`src/sv/nsr_pkg.sv`:
```
// package for the newton square root block: constants, codes and shared types
`timescale 1ns / 1ps
`default_nettype none
package nsr_pkg;

    // default format of the fixed-point value
    localparam int FRAC_BITS_DEF   = 16;
    localparam int VALUE_WIDTH_DEF = 32;

    // configuration register widths and reset values
    localparam int STEP_W     = 6;
    localparam int TOL_W      = 16;
    localparam int CFG_IDX_W  = 1;
    localparam int CFG_DATA_W = 16;
    localparam logic [STEP_W-1:0] MAX_STEPS_RST = 6'd40;
    localparam logic [TOL_W-1:0]  TOLERANCE_RST = 16'd66;

    // multiplier operand slice handled per cycle
    localparam int MUL_CHUNK = 16;

    // configuration register indexes
    typedef enum logic [CFG_IDX_W-1:0] {
        CFG_MAX_STEPS = 1'b0,
        CFG_TOLERANCE = 1'b1
    } t_cfg_idx;

    // sequencer states
    typedef enum logic [2:0] {
        S_IDLE,
        S_CHECK,
        S_DIV,
        S_UPD,
        S_MUL,
        S_CMP
    } t_state;

    // sequencer to datapath controls
    typedef struct packed {
        logic load;
        logic div_init;
        logic div_step;
        logic upd;
        logic mul_step;
    } t_dp_ctrl;

    // datapath to sequencer status
    typedef struct packed {
        logic g_zero;
        logic div_last;
        logic mul_last;
        logic close;
    } t_dp_stat;

endpackage
`default_nettype wire

```
`src/sv/nsr_unit.sv`:
```
// shared arithmetic unit: restoring divider, chunked squarer and tolerance compare
`timescale 1ns / 1ps
`default_nettype none
module nsr_unit #(
    parameter int VALUE_WIDTH = nsr_pkg::VALUE_WIDTH_DEF,
    parameter int FRAC_BITS   = nsr_pkg::FRAC_BITS_DEF
) (
    input  wire logic                      i_clk,
    input  wire logic                      i_rst_n,
    input  wire nsr_pkg::t_dp_ctrl         i_ctrl,
    input  wire logic [VALUE_WIDTH-1:0]    i_value,
    input  wire logic [nsr_pkg::TOL_W-1:0] i_tolerance,
    output nsr_pkg::t_dp_stat              o_stat,
    output logic [VALUE_WIDTH-1:0]         o_guess
);
    import nsr_pkg::*;

    localparam int DIV_N = VALUE_WIDTH + FRAC_BITS;
    localparam int CNT_W = $clog2(DIV_N);
    localparam int NCH   = (VALUE_WIDTH + MUL_CHUNK - 1) / MUL_CHUNK;
    localparam int MPW   = NCH * MUL_CHUNK;
    localparam int AW    = MPW + VALUE_WIDTH;
    localparam int PPW   = VALUE_WIDTH + MUL_CHUNK;

    logic [VALUE_WIDTH-1:0] r_v;
    logic [VALUE_WIDTH-1:0] r_g;
    logic [DIV_N-1:0]       r_dq;
    logic [VALUE_WIDTH-1:0] r_rem;
    logic [MPW-1:0]         r_mplr;
    logic [AW-1:0]          r_acc;
    logic [CNT_W-1:0]       r_cnt;

    logic [VALUE_WIDTH:0]   rem_sh;
    logic [VALUE_WIDTH+1:0] diff;
    logic                   q_bit;
    logic [VALUE_WIDTH-1:0] q_sat;
    logic [VALUE_WIDTH:0]   g_sum;
    logic [VALUE_WIDTH-1:0] g_new;
    logic [PPW-1:0]         pp;
    logic [PPW-1:0]         psum;
    logic [AW+MUL_CHUNK-1:0] acc_wide;
    logic [VALUE_WIDTH:0]   lim;

    // one restoring division step: shift in the next numerator bit, trial subtract
    assign rem_sh = {r_rem, r_dq[DIV_N-1]};
    assign diff   = {1'b0, rem_sh} - {2'b00, r_g};
    assign q_bit  = ~diff[VALUE_WIDTH+1];

    // saturate the quotient to the value width, then average with the guess
    assign q_sat = (|r_dq[DIV_N-1:VALUE_WIDTH]) ? {VALUE_WIDTH{1'b1}}
                                                 : r_dq[VALUE_WIDTH-1:0];
    assign g_sum = {1'b0, r_g} + {1'b0, q_sat};
    assign g_new = g_sum[VALUE_WIDTH:1];

    // one squaring slice: partial product added at the top, accumulator shifts right
    assign pp       = PPW'(r_g) * PPW'(r_mplr[MUL_CHUNK-1:0]);
    assign psum     = PPW'(r_acc[AW-1:MPW]) + pp;
    assign acc_wide = {psum, r_acc[MPW-1:0]};

    // squared guess, scaled down, against value plus tolerance
    assign lim = {1'b0, r_v} + (VALUE_WIDTH+1)'(i_tolerance);

    // status towards the sequencer
    always_comb begin
        o_stat.g_zero   = (r_g == '0);
        o_stat.div_last = (r_cnt == CNT_W'(DIV_N - 1));
        o_stat.mul_last = (r_cnt == CNT_W'(NCH - 1));
        o_stat.close    = ((r_acc >> FRAC_BITS) <= AW'(lim));
    end

    assign o_guess = r_g;

    // step counter shared by divider and squarer
    always_ff @(posedge i_clk) begin
        if (!i_rst_n) begin
            r_cnt <= '0;
        end else if (i_ctrl.div_init || i_ctrl.upd) begin
            r_cnt <= '0;
        end else if (i_ctrl.div_step || i_ctrl.mul_step) begin
            r_cnt <= r_cnt + 1'b1;
        end
    end

    // operand, divider and accumulator registers
    always_ff @(posedge i_clk) begin
        if (i_ctrl.load) begin
            r_v <= i_value;
            r_g <= i_value;
        end
        if (i_ctrl.div_init) begin
            r_dq  <= {r_v, {FRAC_BITS{1'b0}}};
            r_rem <= '0;
        end else if (i_ctrl.div_step) begin
            r_dq  <= {r_dq[DIV_N-2:0], q_bit};
            r_rem <= q_bit ? diff[VALUE_WIDTH-1:0] : rem_sh[VALUE_WIDTH-1:0];
        end
        if (i_ctrl.upd) begin
            r_g    <= g_new;
            r_mplr <= MPW'(g_new);
            r_acc  <= '0;
        end else if (i_ctrl.mul_step) begin
            r_mplr <= r_mplr >> MUL_CHUNK;
            r_acc  <= acc_wide[AW+MUL_CHUNK-1:MUL_CHUNK];
        end
    end

endmodule
`default_nettype wire

```
`src/sv/newton_square_root_top.sv`:
```
// top level of the newton square root block: sequencer, configuration and result registers
//
// usage
//   command channel: i_value is taken at a rising edge with start high and busy low;
//   busy then stays high until the result has been issued.
//   result: o_root and o_found are shown for exactly one cycle with o_done high,
//   one result per command; the receiver cannot stall, so it must take it then.
//   configuration: i_cfg_index / i_cfg_data written when i_cfg_valid and o_cfg_ready
//   are high (o_cfg_ready is always high); index 0 is max_steps, index 1 tolerance.
//   write configuration only while busy is low.
// operation
//   each newton step runs a check, a bit-serial restoring division, an update, a
//   chunked squaring and a compare (Q16.16 by default). o_done rises after the
//   compare of the step that converges, or after the check that stops the command;
//   busy falls as o_done rises, so the next command can be taken in that cycle.
//   a zero input or zero guess, or reaching max_steps, gives root 0 with found 0.
// reset
//   synchronous active-low reset returns to idle, drops o_done and restores
//   max_steps to 40 and tolerance to 66.
`timescale 1ns / 1ps
`default_nettype none
module newton_square_root_top #(
    parameter int VALUE_WIDTH = nsr_pkg::VALUE_WIDTH_DEF,
    parameter int FRAC_BITS   = nsr_pkg::FRAC_BITS_DEF
) (
    input  wire logic                           i_clk,
    input  wire logic                           i_rst_n,
    input  wire logic                           start,
    output logic                                busy,
    input  wire logic [VALUE_WIDTH-1:0]         i_value,
    output logic                                o_done,
    output logic [VALUE_WIDTH-1:0]              o_root,
    output logic                                o_found,
    input  wire logic                           i_cfg_valid,
    output logic                                o_cfg_ready,
    input  wire logic [nsr_pkg::CFG_IDX_W-1:0]  i_cfg_index,
    input  wire logic [nsr_pkg::CFG_DATA_W-1:0] i_cfg_data
);
    import nsr_pkg::*;

    t_state                 r_state;
    t_state                 n_state;
    logic [STEP_W-1:0]      r_step;
    logic [STEP_W-1:0]      r_max_steps;
    logic [TOL_W-1:0]       r_tolerance;
    logic                   r_done;
    logic                   r_found;
    logic [VALUE_WIDTH-1:0] r_root;

    t_dp_ctrl               ctrl;
    t_dp_stat               stat;
    logic [VALUE_WIDTH-1:0] guess;
    logic                   accept;
    logic                   stop_fail;
    logic                   emit_ok;
    logic                   emit_fail;
    logic                   step_clr;
    logic                   step_inc;

    assign accept    = start && (r_state == S_IDLE);
    assign stop_fail = (r_step == r_max_steps) || stat.g_zero;

    // shared arithmetic unit
    nsr_unit #(
        .VALUE_WIDTH (VALUE_WIDTH),
        .FRAC_BITS   (FRAC_BITS)
    ) u_unit (
        .i_clk       (i_clk),
        .i_rst_n     (i_rst_n),
        .i_ctrl      (ctrl),
        .i_value     (i_value),
        .i_tolerance (r_tolerance),
        .o_stat      (stat),
        .o_guess     (guess)
    );

    // next state
    always_comb begin
        n_state = r_state;
        case (r_state)
            S_IDLE:  if (accept) n_state = S_CHECK;
            S_CHECK: n_state = stop_fail ? S_IDLE : S_DIV;
            S_DIV:   if (stat.div_last) n_state = S_UPD;
            S_UPD:   n_state = S_MUL;
            S_MUL:   if (stat.mul_last) n_state = S_CMP;
            S_CMP:   n_state = stat.close ? S_IDLE : S_CHECK;
            default: n_state = S_IDLE;
        endcase
    end

    // sequencer outputs
    always_comb begin
        ctrl      = '0;
        emit_ok   = 1'b0;
        emit_fail = 1'b0;
        step_clr  = 1'b0;
        step_inc  = 1'b0;
        case (r_state)
            S_IDLE: begin
                ctrl.load = accept;
                step_clr  = accept;
            end
            S_CHECK: begin
                emit_fail     = stop_fail;
                ctrl.div_init = !stop_fail;
            end
            S_DIV: begin
                ctrl.div_step = 1'b1;
            end
            S_UPD: begin
                ctrl.upd = 1'b1;
                step_inc = 1'b1;
            end
            S_MUL: begin
                ctrl.mul_step = 1'b1;
            end
            S_CMP: begin
                emit_ok = stat.close;
            end
            default: begin
                ctrl = '0;
            end
        endcase
    end

    // state and step count
    always_ff @(posedge i_clk) begin
        if (!i_rst_n) begin
            r_state <= S_IDLE;
            r_step  <= '0;
        end else begin
            r_state <= n_state;
            if (step_clr) begin
                r_step <= '0;
            end else if (step_inc) begin
                r_step <= r_step + 1'b1;
            end
        end
    end

    // configuration registers
    always_ff @(posedge i_clk) begin
        if (!i_rst_n) begin
            r_max_steps <= MAX_STEPS_RST;
            r_tolerance <= TOLERANCE_RST;
        end else if (i_cfg_valid && o_cfg_ready) begin
            case (i_cfg_index)
                CFG_MAX_STEPS: r_max_steps <= i_cfg_data[STEP_W-1:0];
                CFG_TOLERANCE: r_tolerance <= i_cfg_data[TOL_W-1:0];
                default:       r_tolerance <= r_tolerance;
            endcase
        end
    end

    // result strobe and payload
    always_ff @(posedge i_clk) begin
        if (!i_rst_n) begin
            r_done <= 1'b0;
        end else begin
            r_done <= emit_ok || emit_fail;
        end
        if (emit_ok || emit_fail) begin
            r_found <= emit_ok;
            r_root  <= emit_ok ? guess : '0;
        end
    end

    assign busy        = (r_state != S_IDLE);
    assign o_cfg_ready = 1'b1;
    assign o_done      = r_done;
    assign o_found     = r_found;
    assign o_root      = r_root;

endmodule
`default_nettype wire

```
`config.mk`:
```
export PLATFORM = sky130hd
export DESIGN_NAME = newton_square_root_top
export DESIGN_NICKNAME = d
export VERILOG_FILES = /design/src/sv/nsr_pkg.sv /design/src/sv/nsr_unit.sv /design/src/sv/newton_square_root_top.sv
export SDC_FILE = /design/constraint.sdc
export NUM_CORES = 2
export LEC_CHECK = 0
export BUFFER_PORTS_ARGS = -buffer_cell sky130_fd_sc_hd__buf_2
export CAP_MARGIN = 5
export CELL_PAD_IN_SITES_DETAIL_PLACEMENT = 1
export CELL_PAD_IN_SITES_GLOBAL_PLACEMENT = 2
export CORE_ASPECT_RATIO = 0.9
export CORE_UTILIZATION = 45
export DETAILED_ROUTE_END_ITERATION = 8
export HOLD_SLACK_MARGIN = 0.05
export PLACE_DENSITY_LB_ADDON = 0.1
export SYNTH_ARGS = -nofsm -noshare
export SYNTH_HDL_FRONTEND = slang
export SYNTH_HIERARCHICAL = 1
export SYNTH_SLANG_ARGS = --single-unit
```
`constraint.sdc`:
```
create_clock -name i_clk -period 13.46 [get_ports i_clk]
set_clock_uncertainty 0.15 [all_clocks]
set_input_delay 2.692 -clock i_clk [delete_from_list [all_inputs] [get_ports i_clk]]
set_output_delay 2.692 -clock i_clk [all_outputs]
set_load 0.05 [all_outputs]
```
Word-level counts from Yosys, hierarchy flattened
Cells that the tools add are included.

Multiplexer cells: 21. Order comparisons: 1. Equality and inequality tests: 11. Add/sub/neg operators: 6. Bitwise gates (word level): 3. Reductions and logical operators: 18. Multiply operators: 1.

Operators by type and width (number): $mux 32 (6); $mux 48 (2); $add 32x48->48 (1); $le 48x33->1 (1); $mul 32x16->48 (1); $sub 33x32->34 (1); $add 32x16->33 (1); $add 32x32->33 (1); $logic_not 32->1 (1); $pmux 3 s6 (1); $reduce_or 16->1 (1); $add 6x1->6 const B (2); $mux 3 (3); $mux 1 (8); $eq 3x2->1 const B (2); $eq 3x3->1 const B (2); $eq 6x1->1 const B (1); $eq 6x6->1 (1); $eq 6x6->1 const B (1); $ne 2x2->1 const B (3); $reduce_bool 2->1 (3); $logic_or 1x1->1 (4); $reduce_and 2->1 (2); $reduce_or 2->1 (2); other kinds (8) (10).

Input port bits: 53. Word-level logic and storage cells: 76. Register bits: 311. Output and inout bits: 36.

Longest topological paths before layout
Word-level depth: 6. Gate-level depth with buffers: 25. Depth with buffers taken out: 24.

By module
Netlist, hierarchy kept.

By module, submodules not included: nsr_unit (seq. area each 5885.6 µm², instances 1, cells an instance 3594, area each 31746.7 µm²); newton_square_root_top (seq. area each 1631.6 µm², instances 1, cells an instance 236, area each 2697.6 µm²).

Worst setup path after synthesis
Ideal clock, no wire load.

Path type: input to register. Start: in start. End: reg u_unit.r_g[0], in the netlist u_unit/o_guess[0], enable pin. Arrival: 6.972 ns. Path buffers: 0. Library setup time: 0.375 ns. Stages on the path: 2. Data required time: 12.935 ns. Setup slack: 5.963 ns. Path through: nor4b_1 or2_2.

Cells in the longest elaborated chain, start to end: 3.

Ends and longest elaborated chain: start, declared (line newton_square_root_top.sv:28) `input wire logic start,`; $logic_and 1x1->1 (line newton_square_root_top.sv:60) `assign accept = start && (r_state == S_IDLE);`; $mux 1 (line newton_square_root_top.sv:98) `case (r_state)`; $reduce_bool 2->1 (no line); end signal, assigned (line nsr_unit.sv:88) `r_g <= i_value;`; end signal, assigned (line nsr_unit.sv:98) `r_g <= g_new;`; end, declared (line nsr_unit.sv:26) `logic [VALUE_WIDTH-1:0] r_g;`.

No other way between the ends. A chain may end at the register's enable or synchronous reset.

Final worst setup path
Start: reg u_unit.r_mplr[2]. End: reg u_unit.r_acc[60].

Cells in the longest elaborated chain, start to end: 2.

Ends and longest elaborated chain: start, declared (line nsr_unit.sv:29) `logic [MPW-1:0] r_mplr;`; start signal, assigned (line nsr_unit.sv:99) `r_mplr <= MPW'(g_new);`; start signal, assigned (line nsr_unit.sv:102) `r_mplr <= r_mplr >> MUL_CHUNK;`; $mul 32x16->48 (line nsr_unit.sv:56) `assign pp = PPW'(r_g) * PPW'(r_mplr[MUL_CHUNK-1:0]);`; $add 32x48->48 (line nsr_unit.sv:57) `assign psum = PPW'(r_acc[AW-1:MPW]) + pp;`; end signal, assigned (line nsr_unit.sv:103) `r_acc <= acc_wide[AW+MUL_CHUNK-1:MUL_CHUNK];`; end, declared (line nsr_unit.sv:30) `logic [AW-1:0] r_acc;`.

No other way between the ends.

==> impl_metrics.toml <==
[outcome]
status = "finished clean"

[layout]
layout.nets = 4568
final_common_cell = "inv_1"
seq_area_um2 = 7520
multi_input_area_um2 = 23800
area_growth_pct = 7.89
final_cell_mix = "636 x inv_1, 558 x nand2_1, 453 x fa_1, 266 x and2_1, 237 x ha_1"
fillers = 8695
layout-drive-gt1-share = 0.0718

[synthesis]
synth_flop_cell = "edfxtp_1"
synth_area_per_cell_um2 = 8.99
synth_warnings = 6
synthCells = 3830
ys_seq_area_frac = 0.218
synth_fp_nets = 4573
synth_cell_types = 90
netlist_area_um2 = 34400
synth_edf_count = 161
synthArstFlopShare = 0
ys_ff_latch = 295

[grt]
grtUsageTotal = 0.309
grt_pass1_vias = 29977
antenna_found_initial = 8
grt_max_degree = 87
gr-total-overflow = 0
grt_pass1_wl_um = 182000

[place]
dpl.hpwl_um = 91100
io_buffers = 87
place_congestion = 0.907

[timing]
max-slew-margin-rel = 0.123
grt_setup_unrepaired = "no"
tightest_slew_ns = 1.28
finalMaxSlewViolations = 0
min_period_ns = 7.96
timing.final.crit_share = 0.591
finalSetupTns_ns = 0
finalHoldViolations = 0
setup_viol = 0
fmaxAchievable_ghz = 0.126

[worst_setup_path]
worst-path-buf-inv = 4
crit_path_start_kind = "register"
cp-end-kind = "register"
cp.arrival_ns = 8.30
worst-path-max-fanout = 19
slowest_stage = "a2111oi_0"
crit_top_cell = "fa_1"
max_stage_delay_ns = 1.11
path_class = "reg2reg"
path_cells = "buf_4 > nand2_1 > fa_1 > fa_1 > fa_1 > fa_1 > inv_1 > fa_1 > inv_1 > fa_1 > inv_1 > ha_1 > a21o_1 > a21o_1 > a21oi_1 > o21a_1 > a2111oi_0 > o2111ai_1 > a211oi_1 > o21ai_0 > a32o_1"
cp.required_ns = 13.80
critPathTopFamily = "adder cells"

[routing]
vias_per_cell = 5.62
detail-route-antenna-nets = 0
wirelength_um = 118000
wire_per_inst_um = 24.2
drcViolationCount = 0
dr.pass1.iters = 5
drtIter0Drc = 1763
vias = 27422

[floorplanning]
start_util = 0.458
die_x_um = 294
rows = 95
ioPinCount = 89
die_h_um = 264
core-area_um2 = 75200
die_area_um2 = 77700

[cts]
cts_buffers = 39
clkSinkCount = 295
clk_pin_slew_worst_paths_ns = 0.06
htree_levels = 2
ctsResizeCount = 0
cts_setup_buffers = 0
cts_buffer_depth = 3
cts_hold_buf = 0
cts_root_buf = "clkbuf_16"
cts_tree = "yes"
worstSkewPairLatency_ns = 0.59

[worst_hold_path]
min_path_type = "reg2reg"

[flow_run]
drv_cap = 0
==> logic make-up after synthesis <==
group | Yosys count | share of synthesized area
AOI/OAI and AO/OA | 554 | 0.110
muxes | 65 | 0.0195
other | 1 | 0.000109
adders and majority gates | 690 | 0.349
and+or+nand+nor | 1263 | 0.177
DFF | 295 | 0.218
xor gates and xnor gates | 131 | 0.0333
buffers and inverters | 831 | 0.0918
==> routing by layer <==
metal / vias to the layer above / wire length (um) / global-route usage / share of wire
met5: - / 27 / 0 / 0.00023
met4: 4 / 2780 / 0.0764 / 0.024
met3: 148 / 6070 / 0.0401 / 0.051
met2: 706 / 55400 / 0.507 / 0.47
met1: 14299 / 53800 / 0.433 / 0.46
li1: 12265 / - / - / -
==> worst register-to-register path: stages (launching register included) <==
cell and delay, ns:
edfxtp_1 0.89, buf_4 0.38, nand2_1 0.13, fa_1 0.50, fa_1 0.57, fa_1 0.46
fa_1 0.56, inv_1 0.05, fa_1 0.48, inv_1 0.06, fa_1 0.49, inv_1 0.05
ha_1 0.37, a21o_1 0.14, a21o_1 0.10, a21oi_1 0.09, o21a_1 0.21, a2111oi_0 1.11
o2111ai_1 0.33, a211oi_1 0.33, o21ai_0 0.14, a32o_1 0.27
==> registers in the layout (all words and copies together), names as in the netlist <==
| register | count |
|---|---|
| u_unit/r_mplr | 32 |
| u_unit/r_rem | 32 |
| r_state | 3 |
| o_found | 1 |
| u_unit/r_v | 32 |
| r_step | 6 |
| r_max_steps | 6 |
| u_unit/r_acc | 48 |
| r_tolerance | 16 |
| u_unit/o_guess | 32 |
| u_unit/r_cnt | 6 |
| o_done | 1 |
| u_unit/r_dq | 48 |
| o_root | 32 |
==> cells in the mapped netlist, types with 51 or more instances <==
master,number,share of area
a21o_1,78,0.017
nand2_1,558,0.061
and2_1,266,0.048
xnor2_1,65,0.017
clkbuf_1,174,0.019
edfxtp_1,161,0.14
inv_1,637,0.069
xor2_1,66,0.017
o21ai_0,131,0.019
fa_1,453,0.26
a21oi_1,137,0.020
nand2b_1,51,0.0093
ha_1,237,0.086
nor2_1,160,0.017
dfxtp_1,134,0.078
==> worst paths after layout <==
kind | depth (start not counted) | slack [ns] | from | to
setup reg to reg | 21 | 5.50 | u_unit/r_mplr[2] | u_unit/r_acc[60]
hold / removal | 2 | 0.33 | r_tolerance[9] | r_tolerance[9]
hold reg to reg | 2 | 0.33 | r_tolerance[9] | r_tolerance[9]
setup / recovery | 21 | 5.50 | u_unit/r_mplr[2] | u_unit/r_acc[60]
==> metrics by stage <==
stage / area [um^2] / cells / hold WS [ns] / util / setup slack [ns]
after floorplan: 34400 / 3830 / 0.296 / - / 5.96
after global placement: 35900 / 4802 / 0.303 / 0.477 / 5.75
after detailed placement: 35900 / 4802 / 0.323 / 0.477 / 5.60
after CTS: 37200 / 4874 / 0.331 / 0.494 / 5.57
after global routing: 37200 / 4874 / 0.349 / 0.494 / 5.10
final: 37200 / 4876 / 0.328 / 0.494 / 5.50
==> cell type report <==
| type | count | area share |
|---|---|---|
| Timing Repair Buffer | 148 | 0.0240 |
| Clock buffer | 48 | 0.0277 |
| Sequential cell | 295 | 0.202 |
| Inverter | 637 | 0.0644 |
| Tap cell | 1018 | 0.0343 |
| Multi-Input combinational cell | 2704 | 0.640 |
| Clock inverter | 24 | 0.00670 |
| Antenna cell | 2 | 0.000135 |
Power is left out: the tool's default activity adds up to more than one toggle a clock period on the data nets, which glitch-free logic cannot reach.
